[config.mk]
export PLATFORM = sky130hd
export DESIGN_NAME = backlight_pwm_mode_controller_top
export DESIGN_NICKNAME = d
export VERILOG_FILES = /design/src/hdl/bmc_pkg.sv /design/src/hdl/backlight_pwm_mode_controller_top.sv /design/src/hdl/bmc_cfg.sv /design/src/hdl/bmc_core.sv /design/src/hdl/bmc_ser.sv
export SDC_FILE = /design/constraint.sdc
export NUM_CORES = 1
export LEC_CHECK = 0
export CORE_ASPECT_RATIO = 0.8
export CORE_UTILIZATION = 45
export CTS_CLUSTER_SIZE = 24
export DETAILED_ROUTE_END_ITERATION = 6
export DONT_BUFFER_PORTS = 1
export MAX_ROUTING_LAYER = met4
export PLACE_DENSITY_LB_ADDON = 0.05
export SETUP_SLACK_MARGIN = 0.15
export SYNTH_ARGS = -nofsm -noshare
export SYNTH_HDL_FRONTEND = slang
export SYNTH_SLANG_ARGS = --single-unit
[constraint.sdc]
create_clock -name clk -period 9.45 [get_ports clk]
set_input_delay 1.4175 -clock clk [delete_from_list [all_inputs] [get_ports clk]]
set_output_delay 1.4175 -clock clk [all_outputs]
set_load 0.05 [all_outputs]
[src/hdl/bmc_pkg.sv]
package bmc_pkg;

  localparam int unsigned CFG_IDX_W = 3;
  localparam int unsigned CFG_DATA_W = 16;
  localparam logic [3:0] PWM_STEPS = 4'd10;

  // Register indexes on the configuration port
  localparam logic [CFG_IDX_W-1:0] REG_HOLD_PERIODS = 3'd0;
  localparam logic [CFG_IDX_W-1:0] REG_SILENCE_LIMIT = 3'd1;
  localparam logic [CFG_IDX_W-1:0] REG_SWITCH_DUTY = 3'd2;
  localparam logic [CFG_IDX_W-1:0] REG_DUTY_MODE_ZERO = 3'd3;
  localparam logic [CFG_IDX_W-1:0] REG_DUTY_MODE_ONE = 3'd4;
  localparam logic [CFG_IDX_W-1:0] REG_DUTY_MODE_TWO = 3'd5;
  localparam logic [CFG_IDX_W-1:0] REG_DUTY_MODE_THREE = 3'd6;
  localparam logic [CFG_IDX_W-1:0] REG_PANEL_CODES = 3'd7;

  // Result kinds
  localparam logic [1:0] KIND_STATUS = 2'd0;
  localparam logic [1:0] KIND_SWITCH = 2'd1;
  localparam logic [1:0] KIND_ECHO = 2'd2;

  localparam logic [1:0] MODE_HAZE = 2'd0;
  localparam logic [1:0] MODE_CLEAR = 2'd3;

  localparam logic [7:0] RST_HOLD_PERIODS = 8'd200;
  localparam logic [15:0] RST_SILENCE_LIMIT = 16'd1000;
  localparam logic [3:0] RST_SWITCH_DUTY = 4'd10;
  localparam logic [3:0] RST_DUTY_MODE_ZERO = 4'd0;
  localparam logic [3:0] RST_DUTY_MODE_OTHER = 4'd3;
  localparam logic [15:0] RST_PANEL_CODES = 16'hFC60;

  typedef struct packed {
    logic [7:0]       hold_periods;
    logic [15:0]      silence_limit;
    logic [3:0]       switch_duty;
    logic [3:0][3:0]  mode_duty;
    logic [15:0]      panel_codes;
  } cfg_t;

  // All results caused by one tick; the status result is always present
  typedef struct packed {
    logic       echo_v;
    logic [7:0] echo_byte;
    logic       pwm_level;
    logic       sw1_v;
    logic [1:0] sw1_mode;
    logic [3:0] sw1_code;
    logic       sw2_v;
    logic [3:0] sw2_code;
  } bundle_t;

endpackage

[src/hdl/backlight_pwm_mode_controller_top.sv]
// Backlight PWM mode controller.
// Input channel (in_valid/in_ready): one request per timer tick carrying the
// two active-low buttons and an optional received serial byte.
// Result channel (out_valid/out_ready): one to four results per tick, in the
// order echo, status, button switch, timeout switch; out_last marks the final
// result of a tick.
// Configuration: cfg_we writes cfg_wdata into register cfg_index.
// The first result of a tick is valid in the cycle after the tick is taken.
// Throughput: one tick per cycle while each tick gives a single result and
// the receiver does not stall; a tick with more results holds the result
// register until its last result is delivered, when the next tick is taken.
// Reset: registers take their default values and the block starts in the
// hold after a switch to mode 3, with no result issued for it.
// When the receiver stalls, pending results hold and in_ready drops until
// the final result of the current tick is taken.
module backlight_pwm_mode_controller_top (
  input  logic                            clk,
  input  logic                            rst_n,
  input  logic                            in_valid,
  output logic                            in_ready,
  input  logic                            in_haze_button_n,
  input  logic                            in_clear_button_n,
  input  logic                            in_rx_valid,
  input  logic [7:0]                      in_rx_byte,
  output logic                            out_valid,
  input  logic                            out_ready,
  output logic [1:0]                      out_kind,
  output logic                            out_pwm_level,
  output logic [1:0]                      out_new_mode,
  output logic [3:0]                      out_panel_code,
  output logic [7:0]                      out_echo_byte,
  output logic                            out_last,
  input  logic                            cfg_we,
  input  logic [bmc_pkg::CFG_IDX_W-1:0]   cfg_index,
  input  logic [bmc_pkg::CFG_DATA_W-1:0]  cfg_wdata
);
  import bmc_pkg::*;

  cfg_t    cfg;
  bundle_t bundle;
  logic    can_load;
  logic    tick;

  assign in_ready = can_load;
  assign tick = in_valid & can_load;

  bmc_cfg u_cfg (
    .clk       (clk),
    .rst_n     (rst_n),
    .cfg_we    (cfg_we),
    .cfg_index (cfg_index),
    .cfg_wdata (cfg_wdata),
    .cfg       (cfg)
  );

  bmc_core u_core (
    .clk            (clk),
    .rst_n          (rst_n),
    .cfg            (cfg),
    .tick           (tick),
    .haze_button_n  (in_haze_button_n),
    .clear_button_n (in_clear_button_n),
    .rx_valid       (in_rx_valid),
    .rx_byte        (in_rx_byte),
    .bundle         (bundle)
  );

  bmc_ser u_ser (
    .clk            (clk),
    .rst_n          (rst_n),
    .load           (tick),
    .bundle         (bundle),
    .can_load       (can_load),
    .out_valid      (out_valid),
    .out_ready      (out_ready),
    .out_kind       (out_kind),
    .out_pwm_level  (out_pwm_level),
    .out_new_mode   (out_new_mode),
    .out_panel_code (out_panel_code),
    .out_echo_byte  (out_echo_byte),
    .out_last       (out_last)
  );

endmodule

[src/hdl/bmc_cfg.sv]
module bmc_cfg (
  input  logic                            clk,
  input  logic                            rst_n,
  input  logic                            cfg_we,
  input  logic [bmc_pkg::CFG_IDX_W-1:0]   cfg_index,
  input  logic [bmc_pkg::CFG_DATA_W-1:0]  cfg_wdata,
  output bmc_pkg::cfg_t                   cfg
);
  import bmc_pkg::*;

  cfg_t cfg_r;

  always_ff @(posedge clk) begin
    if (!rst_n) begin
      cfg_r.hold_periods <= RST_HOLD_PERIODS;
      cfg_r.silence_limit <= RST_SILENCE_LIMIT;
      cfg_r.switch_duty <= RST_SWITCH_DUTY;
      cfg_r.mode_duty[0] <= RST_DUTY_MODE_ZERO;
      cfg_r.mode_duty[1] <= RST_DUTY_MODE_OTHER;
      cfg_r.mode_duty[2] <= RST_DUTY_MODE_OTHER;
      cfg_r.mode_duty[3] <= RST_DUTY_MODE_OTHER;
      cfg_r.panel_codes <= RST_PANEL_CODES;
    end else if (cfg_we) begin
      unique case (cfg_index)
        REG_HOLD_PERIODS:    cfg_r.hold_periods <= cfg_wdata[7:0];
        REG_SILENCE_LIMIT:   cfg_r.silence_limit <= cfg_wdata;
        REG_SWITCH_DUTY:     cfg_r.switch_duty <= cfg_wdata[3:0];
        REG_DUTY_MODE_ZERO:  cfg_r.mode_duty[0] <= cfg_wdata[3:0];
        REG_DUTY_MODE_ONE:   cfg_r.mode_duty[1] <= cfg_wdata[3:0];
        REG_DUTY_MODE_TWO:   cfg_r.mode_duty[2] <= cfg_wdata[3:0];
        REG_DUTY_MODE_THREE: cfg_r.mode_duty[3] <= cfg_wdata[3:0];
        REG_PANEL_CODES:     cfg_r.panel_codes <= cfg_wdata;
        default: ;
      endcase
    end
  end

  assign cfg = cfg_r;

endmodule

[src/hdl/bmc_core.sv]
module bmc_core (
  input  logic              clk,
  input  logic              rst_n,
  input  bmc_pkg::cfg_t     cfg,
  input  logic              tick,
  input  logic              haze_button_n,
  input  logic              clear_button_n,
  input  logic              rx_valid,
  input  logic [7:0]        rx_byte,
  output bmc_pkg::bundle_t  bundle
);
  import bmc_pkg::*;

  logic [3:0]  pwm_count_r, pwm_count_nxt;
  logic [7:0]  period_count_r, period_count_nxt;
  logic [3:0]  duty_now_r, duty_now_nxt;
  logic        switching_r, switching_nxt;
  logic [1:0]  mode_now_r, mode_now_nxt;
  logic [15:0] silence_count_r, silence_count_nxt;
  logic        link_seen_r, link_seen_nxt;
  logic [3:0]  pwm_inc;

  always_comb begin
    pwm_inc = pwm_count_r + 4'd1;
    pwm_count_nxt = pwm_inc;
    period_count_nxt = period_count_r;
    duty_now_nxt = duty_now_r;
    switching_nxt = switching_r;
    mode_now_nxt = mode_now_r;
    silence_count_nxt = silence_count_r;
    link_seen_nxt = link_seen_r;
    bundle = '0;

    if (rx_valid) begin
      silence_count_nxt = '0;
      link_seen_nxt = 1'b1;
      bundle.echo_v = 1'b1;
      bundle.echo_byte = rx_byte;
    end else if (silence_count_r != 16'hFFFF) begin
      silence_count_nxt = silence_count_r + 16'd1;
    end

    if (pwm_inc >= PWM_STEPS) begin
      pwm_count_nxt = '0;
      period_count_nxt = period_count_r + 8'd1;
    end

    bundle.pwm_level = (pwm_count_nxt < duty_now_r);

    if (switching_r) begin
      // end the hold and load the duty of the current mode
      if (period_count_nxt > cfg.hold_periods) begin
        switching_nxt = 1'b0;
        duty_now_nxt = cfg.mode_duty[mode_now_r];
      end
    end else if (!haze_button_n || !clear_button_n) begin
      bundle.sw1_v = 1'b1;
      bundle.sw1_mode = !haze_button_n ? MODE_HAZE : MODE_CLEAR;
      bundle.sw1_code = !haze_button_n ? cfg.panel_codes[3:0] : cfg.panel_codes[15:12];
      switching_nxt = 1'b1;
      period_count_nxt = '0;
      duty_now_nxt = cfg.switch_duty;
      mode_now_nxt = bundle.sw1_mode;
    end

    // link timeout forces clear mode and restarts any hold
    if (silence_count_nxt > cfg.silence_limit && link_seen_nxt) begin
      bundle.sw2_v = 1'b1;
      bundle.sw2_code = cfg.panel_codes[15:12];
      switching_nxt = 1'b1;
      period_count_nxt = '0;
      duty_now_nxt = cfg.switch_duty;
      mode_now_nxt = MODE_CLEAR;
      link_seen_nxt = 1'b0;
    end
  end

  always_ff @(posedge clk) begin
    if (!rst_n) begin
      pwm_count_r <= '0;
      period_count_r <= '0;
      duty_now_r <= RST_SWITCH_DUTY;
      switching_r <= 1'b1;
      mode_now_r <= MODE_CLEAR;
      silence_count_r <= '0;
      link_seen_r <= 1'b0;
    end else if (tick) begin
      pwm_count_r <= pwm_count_nxt;
      period_count_r <= period_count_nxt;
      duty_now_r <= duty_now_nxt;
      switching_r <= switching_nxt;
      mode_now_r <= mode_now_nxt;
      silence_count_r <= silence_count_nxt;
      link_seen_r <= link_seen_nxt;
    end
  end

endmodule

[src/hdl/bmc_ser.sv]
module bmc_ser (
  input  logic              clk,
  input  logic              rst_n,
  input  logic              load,
  input  bmc_pkg::bundle_t  bundle,
  output logic              can_load,
  output logic              out_valid,
  input  logic              out_ready,
  output logic [1:0]        out_kind,
  output logic              out_pwm_level,
  output logic [1:0]        out_new_mode,
  output logic [3:0]        out_panel_code,
  output logic [7:0]        out_echo_byte,
  output logic              out_last
);
  import bmc_pkg::*;

  bundle_t    res_r;
  logic       echo_p_r, stat_p_r, sw1_p_r, sw2_p_r;
  logic       take;

  assign out_valid = echo_p_r | stat_p_r | sw1_p_r | sw2_p_r;
  assign out_last = ($countones({echo_p_r, stat_p_r, sw1_p_r, sw2_p_r}) == 1);
  assign take = out_valid & out_ready;
  assign can_load = !out_valid || (out_ready && out_last);

  always_comb begin
    out_kind = KIND_STATUS;
    out_pwm_level = 1'b0;
    out_new_mode = '0;
    out_panel_code = '0;
    out_echo_byte = '0;
    if (echo_p_r) begin
      out_kind = KIND_ECHO;
      out_echo_byte = res_r.echo_byte;
    end else if (stat_p_r) begin
      out_pwm_level = res_r.pwm_level;
    end else if (sw1_p_r) begin
      out_kind = KIND_SWITCH;
      out_new_mode = res_r.sw1_mode;
      out_panel_code = res_r.sw1_code;
    end else if (sw2_p_r) begin
      out_kind = KIND_SWITCH;
      out_new_mode = MODE_CLEAR;
      out_panel_code = res_r.sw2_code;
    end
  end

  always_ff @(posedge clk) begin
    if (!rst_n) begin
      echo_p_r <= 1'b0;
      stat_p_r <= 1'b0;
      sw1_p_r <= 1'b0;
      sw2_p_r <= 1'b0;
    end else if (load) begin
      echo_p_r <= bundle.echo_v;
      stat_p_r <= 1'b1;
      sw1_p_r <= bundle.sw1_v;
      sw2_p_r <= bundle.sw2_v;
    end else if (take) begin
      // drop the request just delivered
      if (echo_p_r) begin
        echo_p_r <= 1'b0;
      end else if (stat_p_r) begin
        stat_p_r <= 1'b0;
      end else if (sw1_p_r) begin
        sw1_p_r <= 1'b0;
      end else begin
        sw2_p_r <= 1'b0;
      end
    end
  end

  always_ff @(posedge clk) begin
    if (load) begin
      res_r <= bundle;
    end
  end

`ifndef SYNTH
  a_load_only_when_drained: assert property (@(posedge clk) disable iff (!rst_n)
    load |-> (!out_valid || (out_ready && out_last)))
    else $error("new tick loaded over undelivered results");

  a_load_gives_output: assert property (@(posedge clk) disable iff (!rst_n)
    load |=> out_valid)
    else $error("loaded tick produced no result");

  a_more_follows: assert property (@(posedge clk) disable iff (!rst_n)
    (take && !out_last) |=> out_valid)
    else $error("results lost before last");

  a_status_before_switch: assert property (@(posedge clk) disable iff (!rst_n)
    (out_valid && out_kind == KIND_SWITCH) |-> !stat_p_r && !echo_p_r)
    else $error("switch result ahead of status");
`endif

endmodule

==> results of run 1 <==
cells by family after synthesis:
group                    count (synthesis)
flip-flops                             101
AND/OR/NAND/NOR                        261
XOR/XNOR                                21
adder cells (fa/ha/maj)                 37
AO/OA/AOI/OAI                          135
buffers and inverters                   84
multiplexers                            27
routing by layer:
layer  vias up  routed length [um]  global-route usage [%]
li1       2251                   -                       -
met1      2170                6900                    31.9
met2       132                5850                    33.3
met3        16                 690                    4.44
met4         0                 162                    5.31
met5         -                   0                       -
per-stage QoR:
stage | power [uW] | hold slack (ns)
detailed placement | 551 | 0.453
finish | 935 | 0.459
CTS | 943 | 0.463
global route | 969 | 0.488
global placement | 549 | 0.448
floorplan | 539 | 0.436
worst max-delay path by stage:
stage	start	slack [ns]	end
finish	u_ser.echo_p_r	5.07	in_ready
global route	u_ser.echo_p_r	4.89	in_ready
CTS	u_ser.echo_p_r	5.06	in_ready
detailed placement	u_core.silence_count_r[0]	5.40	u_core.period_count_r[3]
global placement	u_ser.echo_p_r	5.52	in_ready
floorplan	in_rx_valid	5.49	u_core.period_count_r[4]
power by group through the flow:
stage,registers (uW),clock network [uW],logic (uW)
6_report,460,394,80.7
5_1_grt,462,417,89.4
4_1_cts,461,402,81.0
3_5_place_dp,471,0,80.6
3_3_place_gp,470,0,78.9
2_1_floorplan,466,0,72.5
registers in the layout, indices dropped and copies added, names as in the netlist:
register,cells
u_ser.res_r,18
u_ser.stat_p_r,1
u_core.duty_now_r,4
u_core.silence_count_r,16
u_ser.echo_p_r,1
u_core.mode_now_r,1
u_core.period_count_r,8
u_ser.sw2_p_r,1
u_core.pwm_count_r,4
u_core.link_seen_r,1
u_cfg.cfg,44
u_ser.sw1_p_r,1
u_core.switching_r,1
cells in the final DEF (no fill, tap or decap), types with 5 or more instances in the layout:
cell / netlist / layout
a21oi_1: 65 / 65
a22oi_1: 5 / 5
a31oi_1: 5 / 5
and2_1: 22 / 22
and3_1: 9 / 9
clkbuf_16: 0 / 9
dfxtp_1: 83 / 83
edfxtp_1: 18 / 18
ha_1: 36 / 36
inv_1: 38 / 38
mux2_2: 5 / 5
mux2i_1: 22 / 22
nand2_1: 99 / 99
nand3_1: 27 / 27
nand4_1: 11 / 11
nor2_1: 51 / 50
nor3_1: 10 / 10
o211ai_1: 12 / 12
o21ai_0: 21 / 20
xnor2_1: 12 / 12
xor2_1: 9 / 9
area by class of cell:
class,instances,area share [%]
well taps,152,3.21
clock buffers,10,4.03
multi-input cells,481,51.5
clock inverters,6,1.29
inverters,39,2.47
repair buffers,3,0.380
flip-flops and latches,101,37.2
critical path, delay by kind of cell (launching register included):
family	cells	cell delay, ns
buf+inv	2	0.23
flops	1	0.87
simple gates	2	0.59
fa+ha+maj	3	0.92
==> impl_metrics.env, run 1 <==
export IMPL_ios=55
export IMPL_nets=707
export IMPL_start_kind="register"
export IMPL_clk_latency_ns=0.35
export IMPL_yosysTopAreaCell="dfxtp_1"
export IMPL_place_gp_congestion=0.832
export IMPL_finalWorstSetupSlack_ns=5.07
export IMPL_cts_setup_buffers=0
export IMPL_p_comb_share_pct=8.6
export IMPL_yosys_register_bits=101
export IMPL_antenna_found_initial=0
export IMPL_cp_required_ns=8.03
export IMPL_synth_adder_area_share_pct=8.40
export IMPL_drc=0
export IMPL_timing_fmax_mhz=229
export IMPL_regToRegStartpoint="u_core.silence_count_r[0]"
export IMPL_synthSimpleGateAreaFrac_pct=22.8
export IMPL_finalCritPeriodShare_pct=46.3
export IMPL_skew_ns=0.00878
export IMPL_fin_area_um2=5930
export IMPL_status="finished, final reports clean"
export IMPL_port_buffers=0
export IMPL_wl_per_cell_um=17.2
export IMPL_fillCellCount=1206
export IMPL_grt_pass1_vias=4117
export IMPL_syn_area_per_cell_um2=8.41
export IMPL_routed_wl_um=13600
export IMPL_final_core_util_pct=48.7
export IMPL_cp_slowest_cell="dfxtp_1"
export IMPL_yosys_top_cells_count="99 x nand2_1, 83 x dfxtp_1, 65 x a21oi_1, 51 x nor2_1, 38 x inv_1"
export IMPL_setup_viol=0
export IMPL_fin_tns_setup_ns=0
export IMPL_dr_first_iter_drc_count=311
export IMPL_placedCellCount=776
export IMPL_hold_end="u_cfg.cfg[40]"
export IMPL_grt_overflow_total=0
export IMPL_via_count=4569
export IMPL_rows=36
export IMPL_p_clk_share_pct=42.1
export IMPL_cts_resized=0
export IMPL_hold_buffers=0
export IMPL_multi_input_area_um2=3050
export IMPL_antenna_left=0
export IMPL_die_w_um=127
export IMPL_slew_violations=0
export IMPL_ir_drop_mv=0.0960
export IMPL_min_path_type="register to register"
export IMPL_grt_pass1_wl_um=21800
export IMPL_ys_types=62
export IMPL_dp_worst_setup_slack_ns=5.40
export IMPL_core_um2=12200
export IMPL_arrival_ns=2.96
export IMPL_synth_area_um2=5600
export IMPL_register_area_um2=2200
export IMPL_antenna_cells=0
export IMPL_p_leak_uw=0.00232
export IMPL_worstPathCellList="inv_1 > ha_1 > ha_1 > inv_1 > fa_1 > and4_1 > or2_2"
export IMPL_power_switching_uw=243
export IMPL_drv_cap=0
export IMPL_die_area_um2=12900
export IMPL_grtUsageTotal_pct=22.6
export IMPL_clk_path_buf_depth=2
export IMPL_hold_depth=2
export IMPL_slew_headroom_pct=16.8
export IMPL_synthArstFlopShare_pct=0
export IMPL_crit_path_end_kind="output pin"
export IMPL_synth_top_family_by_area="simple AND/OR/NAND/NOR gates"
export IMPL_syn_inst=666
export IMPL_regToRegSetupSlack_ns=5.34
export IMPL_synth_compound_area_share_pct=15.0
export IMPL_ys_warnings_count=0
export IMPL_cpPeakStageDelay_ns=0.87
export IMPL_power_density_nw_per_um2=158
export IMPL_syn_nets=738
export IMPL_die_h_um=102
export IMPL_via_per_inst=5.77
export IMPL_p_int_uw=692
export IMPL_synthXorXnorAreaFrac_pct=3.29
export IMPL_path_max_fanout=13
export IMPL_numCtsBuffers=9
export IMPL_dpl_hpwl_um=9720
export IMPL_crit_type="register to output pin"
export IMPL_first_pass_iters=5
export IMPL_worstMarginPinSlew_ns=1.24
export IMPL_synth_edf_count=18
export IMPL_hold_violations=0
export IMPL_synthMuxAreaShare_pct=4.94
export IMPL_cts_tree="built"
export IMPL_syn_to_final_growth_pct=5.88
export IMPL_period_minus_slack_ns=4.38
export IMPL_synth_seq_area_share_pct=39.3
export IMPL_cts_clk_slew_worst_paths_ns=0.07
export IMPL_swShare_pct=26.0
export IMPL_r2r_worst_path_cells=16
export IMPL_cts_htree_levels=3
export IMPL_placed_cell_area_um2=5610
export IMPL_yosysMostFrequentCell="nand2_1"
export IMPL_ys_flop_type="dfxtp_1"
export IMPL_rsz0062_at_grt="false"
export IMPL_initial_core_util_pct=46.0
export IMPL_cts_num_sinks=101
export IMPL_finalNonFillerCells=792
export IMPL_synth_area_leaders="dfxtp_1 30%, edfxtp_1 9.7%, ha_1 8.0%, nand2_1 6.6%, a21oi_1 5.8%"
export IMPL_synth_top_area_share_pct=29.7
export IMPL_seqPwrFrac_pct=49.2
export IMPL_worstHoldStart="u_cfg.cfg[40]"
export IMPL_grt_start_max_net_pins=39
export IMPL_cts_root_buf="clkbuf_16"
export IMPL_rr_endpoint="u_core.period_count_r[0]"
export IMPL_drive_gt1_share_pct=6.56
Power figures use the tool's default switching activity.
==> inputs of run 2 (changes only) <==
==> constraint.sdc (replaced) <==
create_clock -name clk -period 4 [get_ports clk]
set_input_delay 0.6 -clock clk [delete_from_list [all_inputs] [get_ports clk]]
set_output_delay 0.6 -clock clk [all_outputs]
set_load 0.05 [all_outputs]
==> run 2 against run 1 <==
  * Clock-buffer cell count did not move
  * Global-route usage up 0.41 points
  * Clock skew is 0.00083 ns lower
  * Worst hold slack got worse by 0.14 ns
  * Non-clock buffer count rose by 6
  * Critical path depth increased by 9
  * Sequential cell count did not move
  * Via count shrank 1.6%
  * Final area grew 1.1%
  * Sequential share of layout area fell by 0.36 points
  * Register-to-register slack worse by 5.0 ns
  * Clock power rose by 120%
==> impl_metrics.env, run 2 (synthesis gave the netlist of run 1 again) <==
export IMPL_status="finished, final reports clean"
export IMPL_wirelength_met1_um=6840
export IMPL_p_comb_share_pct=9.1
export IMPL_grt_overflow_total=0
export IMPL_clk_latency_ns=0.36
export IMPL_wl_met3_um=779
export IMPL_start_kind="register"
export IMPL_core_um2=12200
export IMPL_skew_ns=0.00795
export IMPL_cts_root_buf="clkbuf_16"
export IMPL_path_common_cell="ha_1"
export IMPL_syn_to_final_growth_pct=7.09
export IMPL_met2_length_um=5800
export IMPL_crit_start="u_core.silence_count_r[0]"
export IMPL_ios=55
export IMPL_setup_viol=0
export IMPL_timing_fmax_mhz=272
export IMPL_final_core_util_pct=49.3
export IMPL_crit_path_end="u_core.duty_now_r[0]"
export IMPL_via_per_inst=5.64
export IMPL_port_buffers=0
export IMPL_crit_type="register to register"
export IMPL_grtUsageTotal_pct=23.1
export IMPL_cp_required_ns=4.29
export IMPL_worstPathCellList="ha_1 > and3_1 > and4_4 > nand3_2 > and2_4 > nand3_1 > xor2_1 > nor2_1 > ha_1 > nand4_1 > o21ai_2 > o311ai_2 > a211o_1 > o211ai_1 > nand2_1 > o22ai_1"
export IMPL_largest_reg_flops=44
export IMPL_hold_violations=0
export IMPL_antenna_left=0
export IMPL_rows=36
export IMPL_wl_per_cell_um=17.0
export IMPL_grt_pass1_wl_um=22100
export IMPL_fin_tns_setup_ns=0
export IMPL_initial_core_util_pct=46.0
export IMPL_die_w_um=127
export IMPL_antenna_cells=0
export IMPL_whs_ns=0.320
export IMPL_slew_headroom_pct=24.3
export IMPL_cts_tree="built"
export IMPL_power_switching_uw=571
export IMPL_dpl_hpwl_um=9780
export IMPL_period_minus_slack_ns=3.68
export IMPL_grt_pass1_vias=4217
export IMPL_power_density_nw_per_um2=358
export IMPL_regToRegStartpoint="u_core.silence_count_r[0]"
export IMPL_drive_gt1_share_pct=8.98
export IMPL_nets=713
export IMPL_via_count=4498
export IMPL_r2r_worst_path_cells=16
export IMPL_worstMarginPinSlew_ns=1.13
export IMPL_path_max_fanout=7
export IMPL_drv_cap=0
export IMPL_min_path_type="input port to register"
export IMPL_cpPeakStageDelay_ns=0.40
export IMPL_drc=0
export IMPL_arrival_ns=3.96
export IMPL_cts_num_sinks=101
export IMPL_die_h_um=102
export IMPL_rsz0062_at_grt="true"
export IMPL_cts_htree_levels=3
export IMPL_p_leak_uw=0.00236
export IMPL_ir_drop_mv=0.261
export IMPL_top_layer="met4"
export IMPL_finalCritPeriodShare_pct=91.9
export IMPL_grt_start_max_net_pins=61
export IMPL_antenna_found_initial=0
export IMPL_slew_violations=0
export IMPL_numCtsBuffers=9
export IMPL_first_pass_iters=4
export IMPL_clk_path_buf_depth=2
export IMPL_final_common_cell="nand2_1"
export IMPL_dr_first_iter_drc_count=247
export IMPL_hold_buffers=0
export IMPL_regToRegSetupSlack_ns=0.32
export IMPL_die_area_um2=12900
export IMPL_swShare_pct=26.6
export IMPL_crit_path_end_kind="register"
export IMPL_p_int_uw=1570
export IMPL_place_gp_congestion=0.846
export IMPL_routed_wl_um=13600
export IMPL_rr_endpoint="u_core.duty_now_r[0]"
export IMPL_final_cell_mix="98 x nand2_1, 80 x dfxtp_1, 64 x a21oi_1"
export IMPL_cp_slowest_cell="dfxtp_2"
export IMPL_cts_clk_slew_worst_paths_ns=0.07
export IMPL_p_clk_share_pct=40.4
export IMPL_seqPwrFrac_pct=50.5
-- run 2: cell types whose count changed in the layout (fill, tap and decap cells not counted), sizes merged --
cell,previous run,this run
clkinvlp,0,1
buf,3,9
bufinv,1,0
-- run 2: per-stage QoR --
stage	power [uW]	setup WS, ns	instance area [um^2]	instances
2_1_floorplan	1270	0.567	5600	666
3_3_place_gp	1300	0.319	5650	781
3_5_place_dp	1300	0.243	5650	781
4_1_cts	2170	0.227	5940	797
5_1_grt	2230	0.103	5990	798
6_report	2140	0.323	5990	798
-- run 2: repair_timing --
| action | CTS | global route |
|---|---|---|
| resized for setup | 0 | 13 |
| buffers inserted | 0 | 1 |
| endpoints found under the setup margin | 0 | 19 |
-- run 2: final cells by class --
type,count,area [um^2]
well taps,152,190
repair buffers,9,67.6
fillers,1179,6170
inverters,39,146
flip-flops and latches,101,2210
clock buffers,10,239
multi-input cells,481,3090
clock inverters,6,52.6
-- run 2: power by group through the flow --
stage | clock (uW) | sequential, uW | combinational (uW)
2_1_floorplan | 0 | 1100 | 171
5_1_grt | 930 | 1090 | 217
6_report | 866 | 1080 | 195
3_5_place_dp | 0 | 1110 | 195
3_3_place_gp | 0 | 1110 | 193
4_1_cts | 896 | 1080 | 196
-- run 2: worst max-delay path: cells and delay by family (launching register included) --
| family | cells | cell delay (ns) |
|---|---|---|
| simple gates | 8 | 1.36 |
| compound gates | 5 | 1.20 |
| fa+ha+maj | 2 | 0.48 |
| flops | 1 | 0.40 |
| xor+xnor | 1 | 0.15 |
-- run 2: worst min-delay path by stage --
stage | start | endpoint | slack [ns] | depth (start not counted)
floorplan | u_cfg.cfg[0] | u_cfg.cfg[0] | 0.44 | 2
global placement | u_cfg.cfg[54] | u_cfg.cfg[54] | 0.44 | 2
detailed placement | u_cfg.cfg[47] | u_cfg.cfg[47] | 0.45 | 2
CTS | rst_n | u_cfg.cfg[29] | 0.30 | 1
global route | rst_n | u_cfg.cfg[35] | 0.29 | 1
finish | rst_n | u_cfg.cfg[35] | 0.32 | 1
-- run 2: metal layers --
| metal | vias up | global-route usage [%] |
|---|---|---|
| met1 | 2126 | 31.5 |
| li1 | 2263 | - |
| met3 | 11 | 5.49 |
| met4 | 0 | 6.14 |
| met5 | - | - |
| met2 | 98 | 34.1 |
